[config.mk]
export PLATFORM = sky130hd
export DESIGN_NAME = chsm_pool
export DESIGN_NICKNAME = d
export VERILOG_FILES = /design/src/rtl/chsm_pkg.sv /design/src/rtl/chsm_ram.sv /design/src/rtl/chsm_pool.sv
export SDC_FILE = /design/constraint.sdc
export NUM_CORES = 2
export LEC_CHECK = 0
export ABC_CLOCK_PERIOD_IN_PS = 4000
export BUFFER_PORTS_ARGS = -buffer_cell sky130_fd_sc_hd__buf_2
export CAP_MARGIN = 40
export CORE_AREA = 2 2 437 331
export DETAILED_ROUTE_END_ITERATION = 10
export DIE_AREA = 0 0 439 333
export GPL_TIMING_DRIVEN = 0
export HOLD_SLACK_MARGIN = 0.15
export MAX_ROUTING_LAYER = met4
export PLACE_DENSITY = 0.75
export SYNTH_ARGS = -nofsm -noshare
export SYNTH_HDL_FRONTEND = slang
export SYNTH_SLANG_ARGS = --single-unit
[constraint.sdc]
create_clock -name clk_i -period 4 [get_ports clk_i]
set_input_delay 0.4 -clock clk_i [delete_from_list [all_inputs] [get_ports clk_i]]
set_output_delay 0.4 -clock clk_i [all_outputs]
set_load 0.01 [all_outputs]
[src/rtl/chsm_pkg.sv]
package chsm_pkg;

  // Bucket count must be a power of two; the bucket index is the low bits of |key|.
  localparam int unsigned BUCKETS    = 8;
  localparam int unsigned POOL_NODES = 256;

  localparam int unsigned BKT_W  = $clog2(BUCKETS);
  localparam int unsigned NODE_W = $clog2(POOL_NODES);
  localparam int unsigned LINK_W = NODE_W + 1;   // node index plus null code
  localparam int unsigned KEY_W  = 32;
  localparam int unsigned VAL_W  = 32;
  localparam int unsigned CNT_W  = $clog2(POOL_NODES + 1);

  localparam logic [LINK_W-1:0] NIL_LINK = LINK_W'(POOL_NODES);

  typedef enum logic [1:0] {
    OP_ADD    = 2'd0,
    OP_SEARCH = 2'd1,
    OP_REMOVE = 2'd2,
    OP_NONE   = 2'd3
  } op_e;

  typedef enum logic [2:0] {
    ST_IDLE,
    ST_LOOK,
    ST_HEAD,
    ST_WALK,
    ST_APPLY,
    ST_LINK,
    ST_DONE
  } state_e;

  typedef struct packed {
    logic              pop;
    logic              push;
    logic [NODE_W-1:0] push_idx;
  } pool_ctrl_t;

  typedef struct packed {
    logic              empty;
    logic [NODE_W-1:0] idx;
    logic [LINK_W-1:0] free_cnt;
  } pool_stat_t;

  // k may stand before b in chain order (non-strict)
  function automatic logic precedes(input logic desc, input logic signed [KEY_W-1:0] k,
                                    input logic signed [KEY_W-1:0] b);
    precedes = desc ? (k >= b) : (k <= b);
  endfunction

endpackage

[src/rtl/chsm_ram.sv]
module chsm_ram #(
  parameter int unsigned DEPTH = 256,
  parameter int unsigned WIDTH = 32
) (
  input  logic                     clk_i,
  input  logic                     we_i,
  input  logic [$clog2(DEPTH)-1:0] waddr_i,
  input  logic [WIDTH-1:0]         wdata_i,
  input  logic [$clog2(DEPTH)-1:0] raddr_i,
  output logic [WIDTH-1:0]         rdata_o
);

  logic [WIDTH-1:0] mem [DEPTH];

  always_ff @(posedge clk_i) begin
    if (we_i) begin
      mem[waddr_i] <= wdata_i;
    end
  end

  always_ff @(posedge clk_i) begin
    rdata_o <= mem[raddr_i];
  end

endmodule

[src/rtl/chsm_pool.sv]
module chsm_pool (
  input  logic                 clk_i,
  input  logic                 rst_ni,
  input  chsm_pkg::pool_ctrl_t ctrl_i,
  output chsm_pkg::pool_stat_t stat_o
);

  // never-used nodes come from a down counter; returned nodes go on a stack
  logic [chsm_pkg::LINK_W-1:0] top_q, top_d;
  logic [chsm_pkg::LINK_W-1:0] fresh_q, fresh_d;
  logic [chsm_pkg::NODE_W-1:0] stk_rd;
  logic [chsm_pkg::LINK_W-1:0] top_m1, fresh_m1;

  assign top_m1   = top_q - 1'b1;
  assign fresh_m1 = fresh_q - 1'b1;

  chsm_ram #(
    .DEPTH(chsm_pkg::POOL_NODES),
    .WIDTH(chsm_pkg::NODE_W)
  ) u_stack (
    .clk_i  (clk_i),
    .we_i   (ctrl_i.push),
    .waddr_i(top_q[chsm_pkg::NODE_W-1:0]),
    .wdata_i(ctrl_i.push_idx),
    .raddr_i(top_m1[chsm_pkg::NODE_W-1:0]),
    .rdata_o(stk_rd)
  );

  always_comb begin
    top_d   = top_q;
    fresh_d = fresh_q;
    if (ctrl_i.push) begin
      top_d = top_q + 1'b1;
    end else if (ctrl_i.pop) begin
      if (top_q != '0) begin
        top_d = top_m1;
      end else begin
        fresh_d = fresh_m1;
      end
    end
  end

  always_ff @(posedge clk_i or negedge rst_ni) begin
    if (!rst_ni) begin
      top_q   <= '0;
      fresh_q <= chsm_pkg::LINK_W'(chsm_pkg::POOL_NODES);
    end else begin
      top_q   <= top_d;
      fresh_q <= fresh_d;
    end
  end

  assign stat_o.empty    = (top_q == '0) && (fresh_q == '0);
  assign stat_o.idx      = (top_q != '0) ? stk_rd : fresh_m1[chsm_pkg::NODE_W-1:0];
  assign stat_o.free_cnt = top_q + fresh_q;

endmodule

# ---- Yosys cells after proc, flatten, opt, wreduce, memory -nomap -nowiden
# Memories as Yosys holds them, arrays and structs flattened. A register that Yosys moved wholly into a read port is not among the register bits.
# Cells that the tools add are included.
# W data, S select, Z words.
dict set report totals {
  inputBits 12
  mem_bits_rw 2048
  memories 1
  regBits 18
  wordCells 23
}
dict set report classes {
  muxes 6
  reduce_logical 8
  add_sub_neg 4
  bitwise 2
}
# memory words word_bits read_ports rd_clocked_by_memory_dff wr line_no
set memory_table {}
lappend memory_table {u_stack.mem 256 8 1 1 1 chsm_ram.sv:13} ;# logic [WIDTH-1:0] mem [DEPTH];
# operator count
set op_table {}
lappend op_table {{$mux W9} 3}
lappend op_table {{$logic_not A9 Y1} 2}
lappend op_table {{$sub A9 B1 Y9 const B} 2}
lappend op_table {{$add A9 B1 Y9 const B} 1}
lappend op_table {{$add A9 B9 Y9} 1}
lappend op_table {{$reduce_bool A9 Y1} 1}
lappend op_table {{$mux W8} 1}
lappend op_table {{$reduce_bool A2 Y1} 2}
lappend op_table {{$reduce_and A3 Y1} 1}
lappend op_table {{$mux W1} 2}
lappend op_table {{$not A1 Y1} 2}
lappend op_table {{$reduce_and A2 Y1} 1}
lappend op_table {{$logic_and A1 B1 Y1} 1}

# ---- Depth between registers and ports, before layout
dict set report depth {
  ltp_word 4
  depth_mapped 16
  mapped_depth_nobuf 9
}

# ---- Modules after synthesis
# From an unflattened synthesis, not the netlist that was laid out.
dict set report hier_totals {
  hier_cells 3905
  area_unflattened_um2 81139.1
}
# mod instances seq_area_each_um2 area_each_um2 cells_per_inst
set modules_own_cells {}
lappend modules_own_cells {chsm_ram 1 61659.1 79556.3 3733}
lappend modules_own_cells {chsm_pool 1 451.7 1582.8 172}

# ---- Least setup slack after synthesis
# OpenSTA, ideal clock, no wires.
dict set report synth_timing {
  path_type {register to register}
  start {register top_q[0] (netlist bit)}
  end {register u_stack.rdata_o[0], read port of u_stack.mem}
  t_arrival_ns 3.846
  path_stages_with_launch 16
  t_required_ns 3.865
  period_less_slack_ns 3.981
  setup_time_ns 0.135
  path_buffers 8
  slack_ns 0.019
  cell_sequence {dfrtp_1 > buf_2 > buf_2 > buf_2 > buf_1 > inv_1 > ha_1 > buf_2 > clkbuf_1 > clkbuf_1 > clkbuf_1 > mux4_2 > a22oi_1 > a21oi_1 > nor3_1 > o221ai_1}
}
dict set report synth_via {
  elab_chain_len 1
}
# item line_no
set synth_rtl {}
lappend synth_rtl {{start, declared} chsm_pool.sv:9} ;# logic [chsm_pkg::LINK_W-1:0] top_q, top_d;
lappend synth_rtl {{start signal, assigned} chsm_pool.sv:48} ;# top_q <= top_d;
lappend synth_rtl {{$sub A9 B1 Y9} chsm_pool.sv:14} ;# assign top_m1 = top_q - 1'b1;
lappend synth_rtl {{end, declared} chsm_ram.sv:10} ;# output logic [WIDTH-1:0] rdata_o
# No other way between the ends.
# A chain may end at the register's enable or synchronous reset.

# ---- Worst setup path in the final report
dict set report layout_timing {
  start {register top_q[1] (netlist bit)}
  end {memory u_stack.mem[61][1] (netlist bit) (enable)}
}
# item line_no
set layout_rtl {}
lappend layout_rtl {{end, declared} chsm_ram.sv:13}
# No word-level cell before the write port.

==> summary.txt <==
Power and ir drop
  • Switching part of the total: ~37%
  • Power Density: between 700 and 800 nW/um2
  • Static Leak: around 28 nW
  • Combinational share of power: 42.0%
  • Switching pwr: ~0.027 W
  • Seq pwr share: 34.1%
  • Int Power: ~0.045 W
  • Pwr Total: 0.0717 W
  • Max VDD drop: 0.000482 V
  • Clock power share: about a quarter

Setup path
  • CP Data Required Time: ~4500 ps
  • Worst Reg2Reg Path Length in Cells: 8
  • Crit. Startpoint: top_q[1]
  • Worst reg-to-reg setup slack: -200 ps
  • Worst flop-to-flop path endpoint: u_stack.mem[61][1]
  • CP max FO: 10
  • Critical path's largest stage delay: 800 ps
  • Crit path cell chain: buf_6 -> inv_1 -> ha_1 -> clkbuf_1 -> nand3_1 -> buf_8 -> clkbuf_2 -> nor2_1
  • CP Capture Type: flop
  • Crit Reg-Reg Startpoint: top_q[1]
  • Worst Path Class, Setup: reg -> reg
  • Data arrival, critical path: approximately 4600 ps
  • CP endpoint: u_stack.mem[61][1]
  • Slowest-stage cell, CP: nor2_1
  • Startpoint type of the worst setup path: flop

GRT
  • Vias in the first global route: just over 40k
  • Pin count of the biggest net entering global routing: 161
  • First-pass GRT wire length: slightly below 300000 um
  • Total Routing Usage GR: roughly 30%
  • Grt ovf: 0
  • Initial antenna violation count: 6

Status
  • Failing checks: negative setup slack
  • Status: finished with violations

Routing
  • Remaining routing DRC violations: 0
  • Number of iterations in the first detailed-routing pass: 6
  • WL per Instance: 34.2 um
  • Via count: around 42k
  • Via density: around 6.9
  • Met2 WL: approximately 93000 um
  • Met3 wire length: approximately 32000 um
  • Antenna Nets Post-Route: 0
  • Met1 WL: 78300 um
  • Max Used Layer: met4
  • WL final: about 210000 um
  • Initial DRC Count: approximately 7.3k

STA
  • Max Slew Vio Count: 0
  • Post-Route Setup TNS: -13400 ps
  • Unrepaired setup endpoints after global routing: yes
  • Final hold vios: 0
  • Final Skew: 27.5 ps
  • Max_slew headroom: about a third
  • Fmax: between 200 and 250 MHz
  • Tightest Pin Transition: ~1000 ps
  • Period Utilization, post-route: 105%
  • Worst Setup Slack, final: -196 ps
  • # setup viols final: 173
  • Final min period: around 4200 ps

Synthesis
  • Area of the mapped netlist: roughly 80000 um2
  • Syn Inst Count: between 3k and 4k
  • Yosys reg bits: slightly above 2k
  • Unique cell type count in the Yosys netlist: 58
  • Post-synth EDFFs: about 2.0k
  • Yosys warnings: 0
  • Syn Nets: between 3k and 4k
  • Sequential-to-total area share from yosys stat: between 70 and 80%
  • Post-synth ARST share: less than 1%
  • Avg Inst Size Synth: around 21 um2
  • Most used DFF post-synth: edfxtp_1

Cells and area
  • Area Overhead vs Synth: 13.5%
  • Fraction of layout cells with a size suffix above 1: a little under 30%
  • Commonest non-fill, non-tap cell in the layout: edfxtp_1
  • # nets final: between 4k and 5k
  • Finished Layout Cells: between 6k and 7k
  • Most frequent cells in the layout: 2048 x edfxtp_1, 512 x mux4_2, 201 x nor2_1
  • Filler cells: 9065

Floorplanning
  • Core Rows: 120
  • CORE AREA: between 100000 and 150000 um2
  • Starting Density: 56.6%
  • # IOs: 30
  • Die area: 146000 um2
  • Die height: 333 um
  • Chip Width: between 400 and 500 um

Clocking
  • CTS tree: built
  • Clock root buffer: clkbuf_16
  • Clock buffer depth: 3
  • Num CTS Buffers: roughly 180
  • CTS sink count: between 2k and 2.5k
  • Reg clk slew, reported paths: around 70 ps
  • Clk_lat worst skew: just over 800 ps
  • H-Tree Depth: 4

Placed design
  • Dpl hpwl: 134000 um
  • RD Place Congestion: 0.973
  • DP Cell Count: roughly 5.8k
  • DP Worst Slack: -2850 ps
  • Buffers on Ports: 29

Flow run
  • Max-Cap Viols: 0

Hold path
  • Worst hold path type: in -> reg
worst min-delay path by stage:
stage / start / to / cells after the start
floorplan: rst_ni / fresh_q[0] / 0
global placement: rst_ni / fresh_q[0] / 1
detailed placement: rst_ni / fresh_q[2] / 1
CTS: ctrl_i[5] / u_stack.mem[123][5] / 1
global route: ctrl_i[5] / u_stack.mem[230][5] / 1
finish: ctrl_i[5] / u_stack.mem[230][5] / 1
power groups by stage:
stage / sequential [W] / clock (W) / combinational [W]
floorplan: 0.0248 / 0 / 0.0161
global placement: 0.0249 / 0 / 0.0261
detailed placement: 0.0249 / 0 / 0.0271
CTS: 0.0244 / 0.0172 / 0.0289
global route: 0.0244 / 0.0180 / 0.0308
finish: 0.0244 / 0.0172 / 0.0301
Yosys cell counts (24+ instances only):
cell      number  area share (%)
mux4_2       512              14
a22o_1        48            0.52
mux2i_1       24            0.30
clkbuf_1     125            0.58
nand3_1       42            0.26
buf_2         71            0.44
buf_1         24            0.11
nand2_1      104            0.49
a21oi_1       73            0.46
edfxtp_1    2048              77
nor2_1       263             1.2
a22oi_1      193             1.8
cells by family after synthesis:
logic type / after synthesis / synth area share, %
DFF: 2074 / 77.4
muxes: 536 / 14.7
and+or+nand+nor: 498 / 2.69
AOI/OAI and AO/OA: 374 / 3.37
buffers and inverters: 240 / 1.30
xor gates and xnor gates: 35 / 0.391
adders and majority gates: 14 / 0.228
metrics by stage:
step                      utilization (%)  hold WS, ps  instance area [um2]
after floorplan                         -          104                80300
after global placement               58.4          370                82800
after detailed placement             59.2          365                84000
after CTS                            64.0          167                90800
after global routing                 64.2          182                91100
final                                64.2          140                91100
final cells by class:
| type | count | area (um2) | share of cell area [%] |
|---|---|---|---|
| repair buffers | 142 | 1570 | 1.72 |
| inverters | 10 | 40.0 | 0.0439 |
| multi-input cells | 1457 | 17900 | 19.7 |
| flip-flops and latches | 2074 | 62100 | 68.2 |
| clock buffers | 222 | 4810 | 5.28 |
| plain buffers | 229 | 1370 | 1.51 |
| well taps | 1891 | 2370 | 2.60 |
| clock inverters | 112 | 891 | 0.978 |
| diodes | 6 | 15.0 | 0.0165 |
layer usage:
layer / GRT usage (%) / vias to the layer above
met5: - / -
li1: - / 16500
met4: 9.62 / 0
met2: 41.1 / 3279
met1: 42.8 / 22100
met3: 9.64 / 444
worst max-delay path, delay by kind of cell (launching register included):
kind / cells / cell delay (ps)
flops: 1 / 490
simple gates: 2 / 1390
buf+inv: 5 / 1700
fa+ha+maj: 1 / 210
sequential cells by signal (all words and copies together) (netlist names):
register / flops
fresh_q: 9
top_q: 9
u_stack.mem: 2048
u_stack.rdata_o: 8
what timing repair did:
| item | CTS | global route |
|---|---|---|
| buffers inserted | 7 | 2 |
| endpoints found under the hold margin | 493 | 0 |
| hold buffers | 12 | 0 |
| gates cloned | 1 | 0 |
| resized for setup | 265 | 77 |
| setup endpoints to repair | 829 | 443 |
| pin swaps | 25 | 8 |
Power figures use the tool's default switching activity.
